File: src/rtl/core/dpft_pkg.sv
`default_nettype none

package dpft_pkg;

    // Default geometry and colour depth
    localparam int GRID_WIDTH_DEF  = 16;
    localparam int GRID_HEIGHT_DEF = 16;
    localparam int COLOR_BITS_DEF  = 4;

    // Fixed field widths on the stream ports
    localparam int COORD_W     = 4;
    localparam int COLOR_IN_W  = 4;
    localparam int OFFSET_W    = 8;
    localparam int COLOR_OUT_W = 4;
    localparam int S_TDATA_W   = 16;
    localparam int M_TDATA_W   = 16;

    // Item kinds carried on tuser
    localparam logic OP_WRITE = 1'b0;
    localparam logic OP_DRAIN = 1'b1;

    // Commands from the controller to the datapath
    typedef struct packed {
        logic clear_step;   // write one zero entry of the colour store
        logic capture;      // item accepted: latch fields, issue reads
        logic wr_commit;    // finish a pixel write
        logic dr_pick;      // choose the dirty column, clear its mark
        logic dr_emit;      // copy pending to shown, load the result
    } t_dp_cmd;

    // Status from the datapath to the controller
    typedef struct packed {
        logic clear_last;   // last entry of the clearing pass
        logic write_ok;     // incoming coordinates lie inside the grid
        logic any_dirty;    // at least one pixel is marked
        logic out_free;     // result register can take a new item
    } t_dp_stat;

endpackage

`default_nettype wire

File: src/rtl/core/dpft_ram.sv
`default_nettype none

module dpft_ram #(
    parameter int WIDTH = 8,
    parameter int DEPTH = 256
) (
    input  wire logic                     i_clk,
    input  wire logic                     i_we,
    input  wire logic [$clog2(DEPTH)-1:0] i_waddr,
    input  wire logic [WIDTH-1:0]         i_wdata,
    input  wire logic                     i_re,
    input  wire logic [$clog2(DEPTH)-1:0] i_raddr,
    output logic      [WIDTH-1:0]         o_rdata
);

    logic [WIDTH-1:0] r_mem [DEPTH];
    logic [WIDTH-1:0] r_rdata;

    always_ff @(posedge i_clk) begin
        if (i_we) begin
            r_mem[i_waddr] <= i_wdata;
        end
        if (i_re) begin
            r_rdata <= r_mem[i_raddr];
        end
    end

    assign o_rdata = r_rdata;

endmodule

`default_nettype wire

File: src/rtl/core/dpft_ctrl.sv
`default_nettype none

module dpft_ctrl (
    input  wire logic               i_clk,
    input  wire logic               i_rst_n,
    input  wire logic               i_valid,
    input  wire logic               i_opcode,
    input  wire dpft_pkg::t_dp_stat i_stat,
    output logic                    o_ready,
    output dpft_pkg::t_dp_cmd       o_cmd
);
    import dpft_pkg::*;

    typedef enum logic [2:0] {
        S_CLEAR,
        S_IDLE,
        S_WR_CHECK,
        S_DR_ROW,
        S_DR_COLOR
    } t_state;

    t_state r_state;
    t_state n_state;
    logic   accept;

    assign o_ready = (r_state == S_IDLE);
    assign accept  = o_ready && i_valid;

    always_comb begin
        o_cmd            = '0;
        n_state          = r_state;
        unique case (r_state)
            S_CLEAR: begin
                o_cmd.clear_step = 1'b1;
                if (i_stat.clear_last) begin
                    n_state = S_IDLE;
                end
            end
            S_IDLE: begin
                o_cmd.capture = accept;
                if (accept) begin
                    if (i_opcode == OP_DRAIN) begin
                        if (i_stat.any_dirty) begin
                            n_state = S_DR_ROW;
                        end
                    end else if (i_stat.write_ok) begin
                        n_state = S_WR_CHECK;
                    end
                end
            end
            S_WR_CHECK: begin
                o_cmd.wr_commit = 1'b1;
                n_state         = S_IDLE;
            end
            S_DR_ROW: begin
                o_cmd.dr_pick = 1'b1;
                n_state       = S_DR_COLOR;
            end
            S_DR_COLOR: begin
                if (i_stat.out_free) begin
                    o_cmd.dr_emit = 1'b1;
                    n_state       = S_IDLE;
                end
            end
            default: begin
                n_state = S_CLEAR;
            end
        endcase
    end

    always_ff @(posedge i_clk) begin
        if (!i_rst_n) begin
            r_state <= S_CLEAR;
        end else begin
            r_state <= n_state;
        end
    end

endmodule

`default_nettype wire

File: src/rtl/core/dpft_datapath.sv
`default_nettype none

module dpft_datapath #(
    parameter int GRID_WIDTH  = dpft_pkg::GRID_WIDTH_DEF,
    parameter int GRID_HEIGHT = dpft_pkg::GRID_HEIGHT_DEF,
    parameter int COLOR_BITS  = dpft_pkg::COLOR_BITS_DEF
) (
    input  wire logic                             i_clk,
    input  wire logic                             i_rst_n,
    input  wire logic [dpft_pkg::S_TDATA_W-1:0]   i_tdata,
    input  wire logic                             i_opcode,
    input  wire dpft_pkg::t_dp_cmd                i_cmd,
    output dpft_pkg::t_dp_stat                    o_stat,
    input  wire logic                             i_m_ready,
    output logic                                  o_m_valid,
    output logic      [dpft_pkg::OFFSET_W-1:0]    o_m_offset,
    output logic      [dpft_pkg::COLOR_OUT_W-1:0] o_m_color,
    output logic                                  o_m_last
);
    import dpft_pkg::*;

    localparam int CELL_COUNT = GRID_WIDTH * GRID_HEIGHT;
    localparam int CELL_W     = $clog2(CELL_COUNT);
    localparam int ROW_W      = $clog2(GRID_HEIGHT);
    localparam int COL_W      = $clog2(GRID_WIDTH);
    localparam int CNT_W      = $clog2(CELL_COUNT + 1);

    // Incoming fields
    logic [COORD_W-1:0]    in_x;
    logic [COORD_W-1:0]    in_y;
    logic [COLOR_IN_W-1:0] in_c;
    logic [CELL_W-1:0]     in_cell;

    assign in_x    = i_tdata[COORD_W-1:0];
    assign in_y    = i_tdata[2*COORD_W-1:COORD_W];
    assign in_c    = i_tdata[2*COORD_W+COLOR_IN_W-1:2*COORD_W];
    assign in_cell = CELL_W'(ROW_W'(in_y)) * CELL_W'(GRID_WIDTH) + CELL_W'(COL_W'(in_x));

    // Control state
    logic [GRID_HEIGHT-1:0] r_row_flag;
    logic [CNT_W-1:0]       r_count;
    logic [CELL_W-1:0]      r_sweep;
    logic                   r_m_valid;

    // Captured item
    logic [COL_W-1:0]       r_col;
    logic [ROW_W-1:0]       r_row_idx;
    logic [COLOR_BITS-1:0]  r_color;
    logic [CELL_W-1:0]      r_cell;
    logic                   r_last;

    // Result register
    logic [OFFSET_W-1:0]    r_m_offset;
    logic [COLOR_OUT_W-1:0] r_m_color;
    logic                   r_m_last;

    // First marked row, lowest index wins
    logic [ROW_W-1:0] first_row;
    always_comb begin
        first_row = '0;
        for (int i = GRID_HEIGHT - 1; i >= 0; i--) begin
            if (r_row_flag[i]) begin
                first_row = ROW_W'(i);
            end
        end
    end

    // Dirty rows store
    logic [GRID_WIDTH-1:0] row_rdata;
    logic [GRID_WIDTH-1:0] row_data;
    logic [GRID_WIDTH-1:0] row_wdata;
    logic                  row_we;
    logic [ROW_W-1:0]      row_raddr;

    assign row_raddr = (i_opcode == OP_DRAIN) ? first_row : ROW_W'(in_y);
    // a row whose flag is clear reads as empty
    assign row_data  = r_row_flag[r_row_idx] ? row_rdata : '0;

    dpft_ram #(
        .WIDTH (GRID_WIDTH),
        .DEPTH (GRID_HEIGHT)
    ) u_row_ram (
        .i_clk   (i_clk),
        .i_we    (row_we),
        .i_waddr (r_row_idx),
        .i_wdata (row_wdata),
        .i_re    (i_cmd.capture),
        .i_raddr (row_raddr),
        .o_rdata (row_rdata)
    );

    // Colour store: shown in the upper half, pending in the lower
    logic [2*COLOR_BITS-1:0] col_rdata;
    logic [2*COLOR_BITS-1:0] col_wdata;
    logic [CELL_W-1:0]       col_waddr;
    logic [CELL_W-1:0]       col_raddr;
    logic                    col_we;
    logic [COLOR_BITS-1:0]   shown;
    logic [COLOR_BITS-1:0]   pend;

    assign shown = col_rdata[2*COLOR_BITS-1:COLOR_BITS];
    assign pend  = col_rdata[COLOR_BITS-1:0];

    dpft_ram #(
        .WIDTH (2 * COLOR_BITS),
        .DEPTH (CELL_COUNT)
    ) u_color_ram (
        .i_clk   (i_clk),
        .i_we    (col_we),
        .i_waddr (col_waddr),
        .i_wdata (col_wdata),
        .i_re    (i_cmd.capture || i_cmd.dr_pick),
        .i_raddr (col_raddr),
        .o_rdata (col_rdata)
    );

    // Write decision and drain pick
    logic                  take;
    logic                  was_dirty;
    logic [GRID_WIDTH-1:0] set_mask;
    logic [COL_W-1:0]      pick_col;
    logic [GRID_WIDTH-1:0] pick_mask;
    logic [GRID_WIDTH-1:0] row_left;
    logic [CELL_W-1:0]     pick_cell;

    assign take      = (shown != r_color) && (pend != r_color);
    assign set_mask  = GRID_WIDTH'(1) << r_col;
    assign was_dirty = row_data[r_col];

    always_comb begin
        pick_col = '0;
        for (int i = GRID_WIDTH - 1; i >= 0; i--) begin
            if (row_data[i]) begin
                pick_col = COL_W'(i);
            end
        end
    end

    assign pick_mask = GRID_WIDTH'(1) << pick_col;
    assign row_left  = row_data & ~pick_mask;
    assign pick_cell = CELL_W'(r_row_idx) * CELL_W'(GRID_WIDTH) + CELL_W'(pick_col);

    always_comb begin
        row_we    = 1'b0;
        row_wdata = row_data | set_mask;
        if (i_cmd.wr_commit && take) begin
            row_we = 1'b1;
        end else if (i_cmd.dr_pick) begin
            row_we    = 1'b1;
            row_wdata = row_left;
        end
    end

    always_comb begin
        col_raddr = i_cmd.dr_pick ? pick_cell : in_cell;
        col_we    = 1'b0;
        col_waddr = r_cell;
        col_wdata = {shown, r_color};
        if (i_cmd.clear_step) begin
            col_we    = 1'b1;
            col_waddr = r_sweep;
            col_wdata = '0;
        end else if (i_cmd.wr_commit && take) begin
            col_we = 1'b1;
        end else if (i_cmd.dr_emit) begin
            col_we    = 1'b1;
            col_wdata = {pend, pend};
        end
    end

    // Control registers
    always_ff @(posedge i_clk) begin
        if (!i_rst_n) begin
            r_row_flag <= '0;
            r_count    <= '0;
            r_sweep    <= '0;
            r_m_valid  <= 1'b0;
        end else begin
            if (i_cmd.clear_step) begin
                r_sweep <= r_sweep + CELL_W'(1);
            end
            if (i_cmd.wr_commit && take) begin
                r_row_flag[r_row_idx] <= 1'b1;
                if (!was_dirty) begin
                    r_count <= r_count + CNT_W'(1);
                end
            end
            if (i_cmd.dr_pick) begin
                r_count <= r_count - CNT_W'(1);
                if (row_left == '0) begin
                    r_row_flag[r_row_idx] <= 1'b0;
                end
            end
            if (i_cmd.dr_emit) begin
                r_m_valid <= 1'b1;
            end else if (i_m_ready) begin
                r_m_valid <= 1'b0;
            end
        end
    end

    // Payload registers
    always_ff @(posedge i_clk) begin
        if (i_cmd.capture) begin
            r_col     <= COL_W'(in_x);
            r_row_idx <= row_raddr;
            r_color   <= COLOR_BITS'(in_c);
            r_cell    <= in_cell;
        end
        if (i_cmd.dr_pick) begin
            r_cell <= pick_cell;
            r_last <= (r_count == CNT_W'(1));
        end
        if (i_cmd.dr_emit) begin
            r_m_offset <= OFFSET_W'(r_cell);
            r_m_color  <= COLOR_OUT_W'(pend);
            r_m_last   <= r_last;
        end
    end

    assign o_stat.clear_last = (r_sweep == CELL_W'(CELL_COUNT - 1));
    assign o_stat.write_ok   = (32'(in_x) < 32'(GRID_WIDTH)) && (32'(in_y) < 32'(GRID_HEIGHT));
    assign o_stat.any_dirty  = (r_count != '0);
    assign o_stat.out_free   = !r_m_valid || i_m_ready;

    assign o_m_valid  = r_m_valid;
    assign o_m_offset = r_m_offset;
    assign o_m_color  = r_m_color;
    assign o_m_last   = r_m_last;

`ifndef SYNTHESIS
    a_count_matches_rows: assert property (@(posedge i_clk) disable iff (!i_rst_n)
        (r_count == '0) == (r_row_flag == '0))
        else $error("dirty count disagrees with row flags");

    a_pick_has_mark: assert property (@(posedge i_clk) disable iff (!i_rst_n)
        i_cmd.dr_pick |-> (row_data != '0))
        else $error("drain picked a row with no dirty pixel");

    a_emit_slot_free: assert property (@(posedge i_clk) disable iff (!i_rst_n)
        i_cmd.dr_emit |-> (!r_m_valid || i_m_ready))
        else $error("result overwritten before it was taken");

    a_emit_after_pick: assert property (@(posedge i_clk) disable iff (!i_rst_n)
        i_cmd.dr_pick |=> !i_cmd.capture)
        else $error("new item accepted in the middle of a drain");
`endif

endmodule

`default_nettype wire

File: src/rtl/core/dirty_pixel_flush_tracker.sv
// Dirty-pixel flush tracker for a GRID_WIDTH x GRID_HEIGHT display with
// COLOR_BITS-bit colours. A write item (tuser = 0) stores its colour as
// pending and marks the pixel dirty only when it differs from both the shown
// and the pending colour; writes outside the grid are dropped. A drain item
// (tuser = 1) sends out the lowest-offset dirty pixel with its pending colour,
// copies that colour into the shown frame and clears the mark; tlast is set
// when nothing stays dirty. A drain with nothing dirty gives no result.
// A write reads and then writes the colour store. A drain reads the dirty
// row, then the colour, then updates, holding the update while the output
// register is full; a write outside the grid or an empty drain ends when
// taken. A finished result sits in an output register, so the next item is
// taken while it waits. After reset the colour store is cleared one entry
// a cycle, all GRID_WIDTH*GRID_HEIGHT (256 by default), before any item.
`default_nettype none

module dirty_pixel_flush_tracker #(
    parameter int GRID_WIDTH  = dpft_pkg::GRID_WIDTH_DEF,
    parameter int GRID_HEIGHT = dpft_pkg::GRID_HEIGHT_DEF,
    parameter int COLOR_BITS  = dpft_pkg::COLOR_BITS_DEF
) (
    input  wire logic                           i_clk,
    input  wire logic                           i_rst_n,
    // slave side
    input  wire logic                           i_s_axis_tvalid,
    output logic                                o_s_axis_tready,
    // tdata: pos_x [3:0], pos_y [7:4], pixel_color [11:8], zero [15:12]
    input  wire logic [dpft_pkg::S_TDATA_W-1:0] i_s_axis_tdata,
    // tuser: opcode (0 = write pixel, 1 = drain)
    input  wire logic                           i_s_axis_tuser,
    // master side
    output logic                                o_m_axis_tvalid,
    input  wire logic                           i_m_axis_tready,
    // tdata: pixel_offset [7:0], flushed_color [11:8], zero [15:12]
    output logic      [dpft_pkg::M_TDATA_W-1:0] o_m_axis_tdata,
    output logic                                o_m_axis_tlast
);
    import dpft_pkg::*;

    t_dp_cmd                cmd;
    t_dp_stat               stat;
    logic [OFFSET_W-1:0]    m_offset;
    logic [COLOR_OUT_W-1:0] m_color;

    dpft_ctrl u_ctrl (
        .i_clk    (i_clk),
        .i_rst_n  (i_rst_n),
        .i_valid  (i_s_axis_tvalid),
        .i_opcode (i_s_axis_tuser),
        .i_stat   (stat),
        .o_ready  (o_s_axis_tready),
        .o_cmd    (cmd)
    );

    dpft_datapath #(
        .GRID_WIDTH  (GRID_WIDTH),
        .GRID_HEIGHT (GRID_HEIGHT),
        .COLOR_BITS  (COLOR_BITS)
    ) u_datapath (
        .i_clk      (i_clk),
        .i_rst_n    (i_rst_n),
        .i_tdata    (i_s_axis_tdata),
        .i_opcode   (i_s_axis_tuser),
        .i_cmd      (cmd),
        .o_stat     (stat),
        .i_m_ready  (i_m_axis_tready),
        .o_m_valid  (o_m_axis_tvalid),
        .o_m_offset (m_offset),
        .o_m_color  (m_color),
        .o_m_last   (o_m_axis_tlast)
    );

    // pack result fields, lowest field first, zero fill to whole bytes
    assign o_m_axis_tdata = M_TDATA_W'({m_color, m_offset});

endmodule

`default_nettype wire

File: config.mk
export PLATFORM = sky130hd
export DESIGN_NAME = dirty_pixel_flush_tracker
export DESIGN_NICKNAME = d
export VERILOG_FILES = /design/src/rtl/core/dpft_pkg.sv /design/src/rtl/core/dpft_ram.sv /design/src/rtl/core/dpft_ctrl.sv /design/src/rtl/core/dpft_datapath.sv /design/src/rtl/core/dirty_pixel_flush_tracker.sv
export SDC_FILE = /design/constraint.sdc
export NUM_CORES = 2
export LEC_CHECK = 0
export BUFFER_PORTS_ARGS = -buffer_cell sky130_fd_sc_hd__buf_2
export CORE_MARGIN = 4
export CORE_UTILIZATION = 60
export DETAILED_ROUTE_END_ITERATION = 7
export PLACE_DENSITY = 0.76
export SYNTH_ARGS = -nofsm -noshare
export SYNTH_HDL_FRONTEND = slang
export SYNTH_SLANG_ARGS = --single-unit
File: constraint.sdc
create_clock -name i_clk -period 18.64 [get_ports i_clk]
set_clock_uncertainty 0.1 [all_clocks]
set_input_delay 2.796 -clock i_clk [delete_from_list [all_inputs] [get_ports i_clk]]
set_output_delay 2.796 -clock i_clk [all_outputs]
set_load 0.01 [all_outputs]
==> flow_summary.yaml <==
sta:
  rsz0062_at_grt: "no"
  period_minus_slack_ns: 8.262
  slew_violations: 0
  max_freq_ghz: 0.1210
  setup_viol: 0
  tns_ns: 0
  worst_slew_pin_slew_ns: 1.319
  slew_headroom: 0.1093
  finalHoldViolations: 0
  fin_crit_sh: 0.4433
worst_setup_path:
  cpPeakStageDelay_ns: 0.82
  worst-endpoint-required_ns: 19.21
  critical_path.cell_chain: "buf_2 -> and2_1 -> nor2_4 -> buf_4 -> inv_8 -> buf_12 -> buf_4 -> buf_4 -> a211oi_1 -> a31oi_1 -> o221ai_1 -> mux2i_1 -> o32a_1 -> nor4bb_1"
  cp.arrival_ns: 8.83
  path_class: "input pin to flip-flop"
  cp_common_cell: "buf_4"
  crit_path_end_kind: "flip-flop"
  slowest_stage: "buf_4"
  worst_setup_path_start_kind: "input pin"
  cp_max_fo: 131
global_routing:
  busiest_layer: "met2"
  grt.met2_usage: 0.4670
  grt_pass1_wl_mm: 390.8
  grt.overflow.total: 0
  use_met1: 0.4262
  grt_pass1_vias: 58880
  met3_usage: 0.08454
  grt_max_degree: 201
  antenna_found_initial: 7
  grtUsageTotal: 0.3131
cts:
  cts_made_buffers: 228
  cts_tree: "yes"
  cts-resized-gates: 0
  cts.sinks: 2399
  clk_pin_slew_worst_paths_ns: 0.06
  insertion_delay_ns: 0.86
  postCtsHoldBufs: 0
  post_cts_buffers: 0
  clock_path_buffers: 3
  cts_root_buf: "clkbuf_16"
  cts_max_level: 4
final_layout:
  layout.cells.most_common_list: "2362 x edfxtp_1, 1214 x nand2_1, 496 x nand3_1"
  area_growth_pct: 9.561
  fillCellCount: 10780
  fin_util: 0.6637
  drive_above_1_share: 0.09042
  final_nets: 6885
  final_common_cell: "edfxtp_1"
synth:
  synth.avg_cell_area_um2: 14.10
  synthDistinctLibCells: 80
  synth_edf_count: 2362
  async_flop_share: 0
  seq_area_frac_synth: 0.7334
  synthFlopType: "edfxtp_1"
  synth_cells: 6928
  synth-seq-cells: 2399
  syn_area_um2: 97720
  synth_warnings: 0
routing:
  vias_per_cell: 6.795
  finalWirelength_mm: 269.6
  drt_iter0_drc: 9551
  vias: 62610
  wl_per_cell_um: 29.26
  antenna_left: 0
  firstDrtPassIters: 8
  drc: 0
floorplan:
  start_util: 0.6058
  rows: 147
  dieWidth_um: 411.6
  die_h_um: 411.6
  io_pins: 40
  core_um2: 161300
  die_area_um2: 169400
placed_design:
  dpl.hpwl_mm: 154.0
  gp_congestion: 0.9092
  io_buffers: 31
power_and_ir_drop:
  p_leak_nw: 36.46
  power.density_nw_per_um2: 101.3
  vdd_drop_max_mv: 0.09936
outcome:
  status: "completed"
job:
  drv_cap: 0
hold_path:
  hp-class: "flip-flop to flip-flop"
## Yosys cell counts (16+ instances only)
cell type,n,area (um2)
nor2_1,365,1370
edfxtp_1,2362,70930
a31oi_1,112,700.7
a211oi_1,107,803.3
a32oi_1,35,306.5
o22ai_1,18,112.6
o2111ai_1,32,280.3
and2_1,21,131.4
and3_1,125,782.0
a311oi_1,36,315.3
nand2_1,1224,4594
buf_2,129,645.6
mux2_2,68,765.7
buf_6,38,427.9
nor2b_1,20,125.1
o211ai_1,83,623.1
xnor2_1,18,157.7
nor3_1,28,140.1
nor4_1,43,269.0
a21oi_1,177,885.9
dfxtp_1,37,740.7
clkbuf_1,230,863.3
mux2i_1,429,4294
buf_1,67,251.5
nand3_1,496,2482
a221oi_1,162,1419
a41oi_1,16,140.1
inv_1,25,93.84
nand4_1,53,331.6
o21ai_0,148,740.7
## cell families (layout without fill, tap and decap cells)
logic type	Yosys count	count (layout)	share of synthesized area
buffers and inverters	509	623	0.02514
XOR/XNOR	20	20	0.001793
adder cells (fa/ha/maj)	5	5	0.0006402
AO/OA/AOI/OAI	1059	1059	0.07685
AND/OR/NAND/NOR	2432	2432	0.1090
flip-flops	2399	2399	0.7334
multiplexers	503	503	0.05309
other	1	13	0.00003838
## layer usage
| metal | vias to the layer above | share of wire |
|---|---|---|
| met4 | 2 | 0.058 |
| met1 | 30760 | 0.36 |
| li1 | 26430 | - |
| met3 | 800 | 0.13 |
| met2 | 4617 | 0.45 |
| met5 | - | 0.000074 |
## registers in the layout, indices dropped and copies added, names as in the netlist
signal                          count
u_datapath.o_m_color                4
u_datapath.r_row_idx                4
u_datapath.r_color                  4
u_datapath.o_m_valid                1
u_datapath.u_color_ram.r_mem     2048
u_datapath.r_last                   1
u_datapath.r_count                  9
u_datapath.o_m_offset               8
u_datapath.r_col                    4
u_datapath.u_row_ram.r_mem        256
u_datapath.r_row_flag              16
u_datapath.r_sweep                  8
u_datapath.o_m_last                 1
u_datapath.r_cell                   8
u_ctrl.r_state                      3
u_datapath.u_row_ram.o_rdata       16
u_datapath.u_color_ram.o_rdata      8
## final timing paths
kind	start	endpoint	slack (ns)	cells after the start
worst max-delay path	i_s_axis_tdata[1]	u_datapath.u_color_ram.o_rdata[5]$_DFFE_PP_	10.38	14
worst min-delay path	u_datapath.r_last$_DFFE_PP_	u_datapath.o_m_last$_DFFE_PP_	0.33	0
worst max register to register	u_datapath.r_row_idx[0]$_DFFE_PP_	u_datapath.u_color_ram.o_rdata[5]$_DFFE_PP_	10.66	16
worst min register to register	u_datapath.r_last$_DFFE_PP_	u_datapath.o_m_last$_DFFE_PP_	0.33	0
## final cells by class
| class | count | area, um2 | share of cell area |
|---|---|---|---|
| multi-input cells | 4023 | 23950 | 0.2237 |
| repair buffers | 179 | 1391 | 0.01300 |
| inverters | 28 | 120.1 | 0.001122 |
| clock buffers | 275 | 5923 | 0.05533 |
| diodes | 9 | 22.52 | 0.0002104 |
| clock inverters | 141 | 1279 | 0.01194 |
| flip-flops and latches | 2399 | 71670 | 0.6694 |
| well taps | 2160 | 2703 | 0.02524 |
## per-stage QoR
stage,std cells,power [mW],hold WS [ns],instance area (um2),worst slack [ns]
6_report,9214,10.85,0.3307,107100,10.38
5_1_grt,9208,11.12,0.3500,107000,10.16
4_1_cts,9205,10.84,0.3308,107000,10.70
3_5_place_dp,8789,6.461,0.3185,99830,9.817
3_3_place_gp,8789,6.455,0.3187,99830,9.894
2_1_floorplan,6931,6.273,0.3003,97730,6.447
## critical path, delay by kind of cell
family                 cells  cell delay (ns)
AO/OA/AOI/OAI              4             0.99
buffers and inverters      6             2.98
multiplexers               1             0.74
AND/OR/NAND/NOR            3             1.02
## report_power, final
| part | switching [mW] | leakage, nW | internal (mW) |
|---|---|---|---|
| registers | 0.00261 | 22.5 | 5.84 |
| logic | 0.381 | 10.4 | 0.142 |
| clock network | 1.96 | 3.52 | 2.52 |
Note: power is estimated with default switching activity, not from simulation.
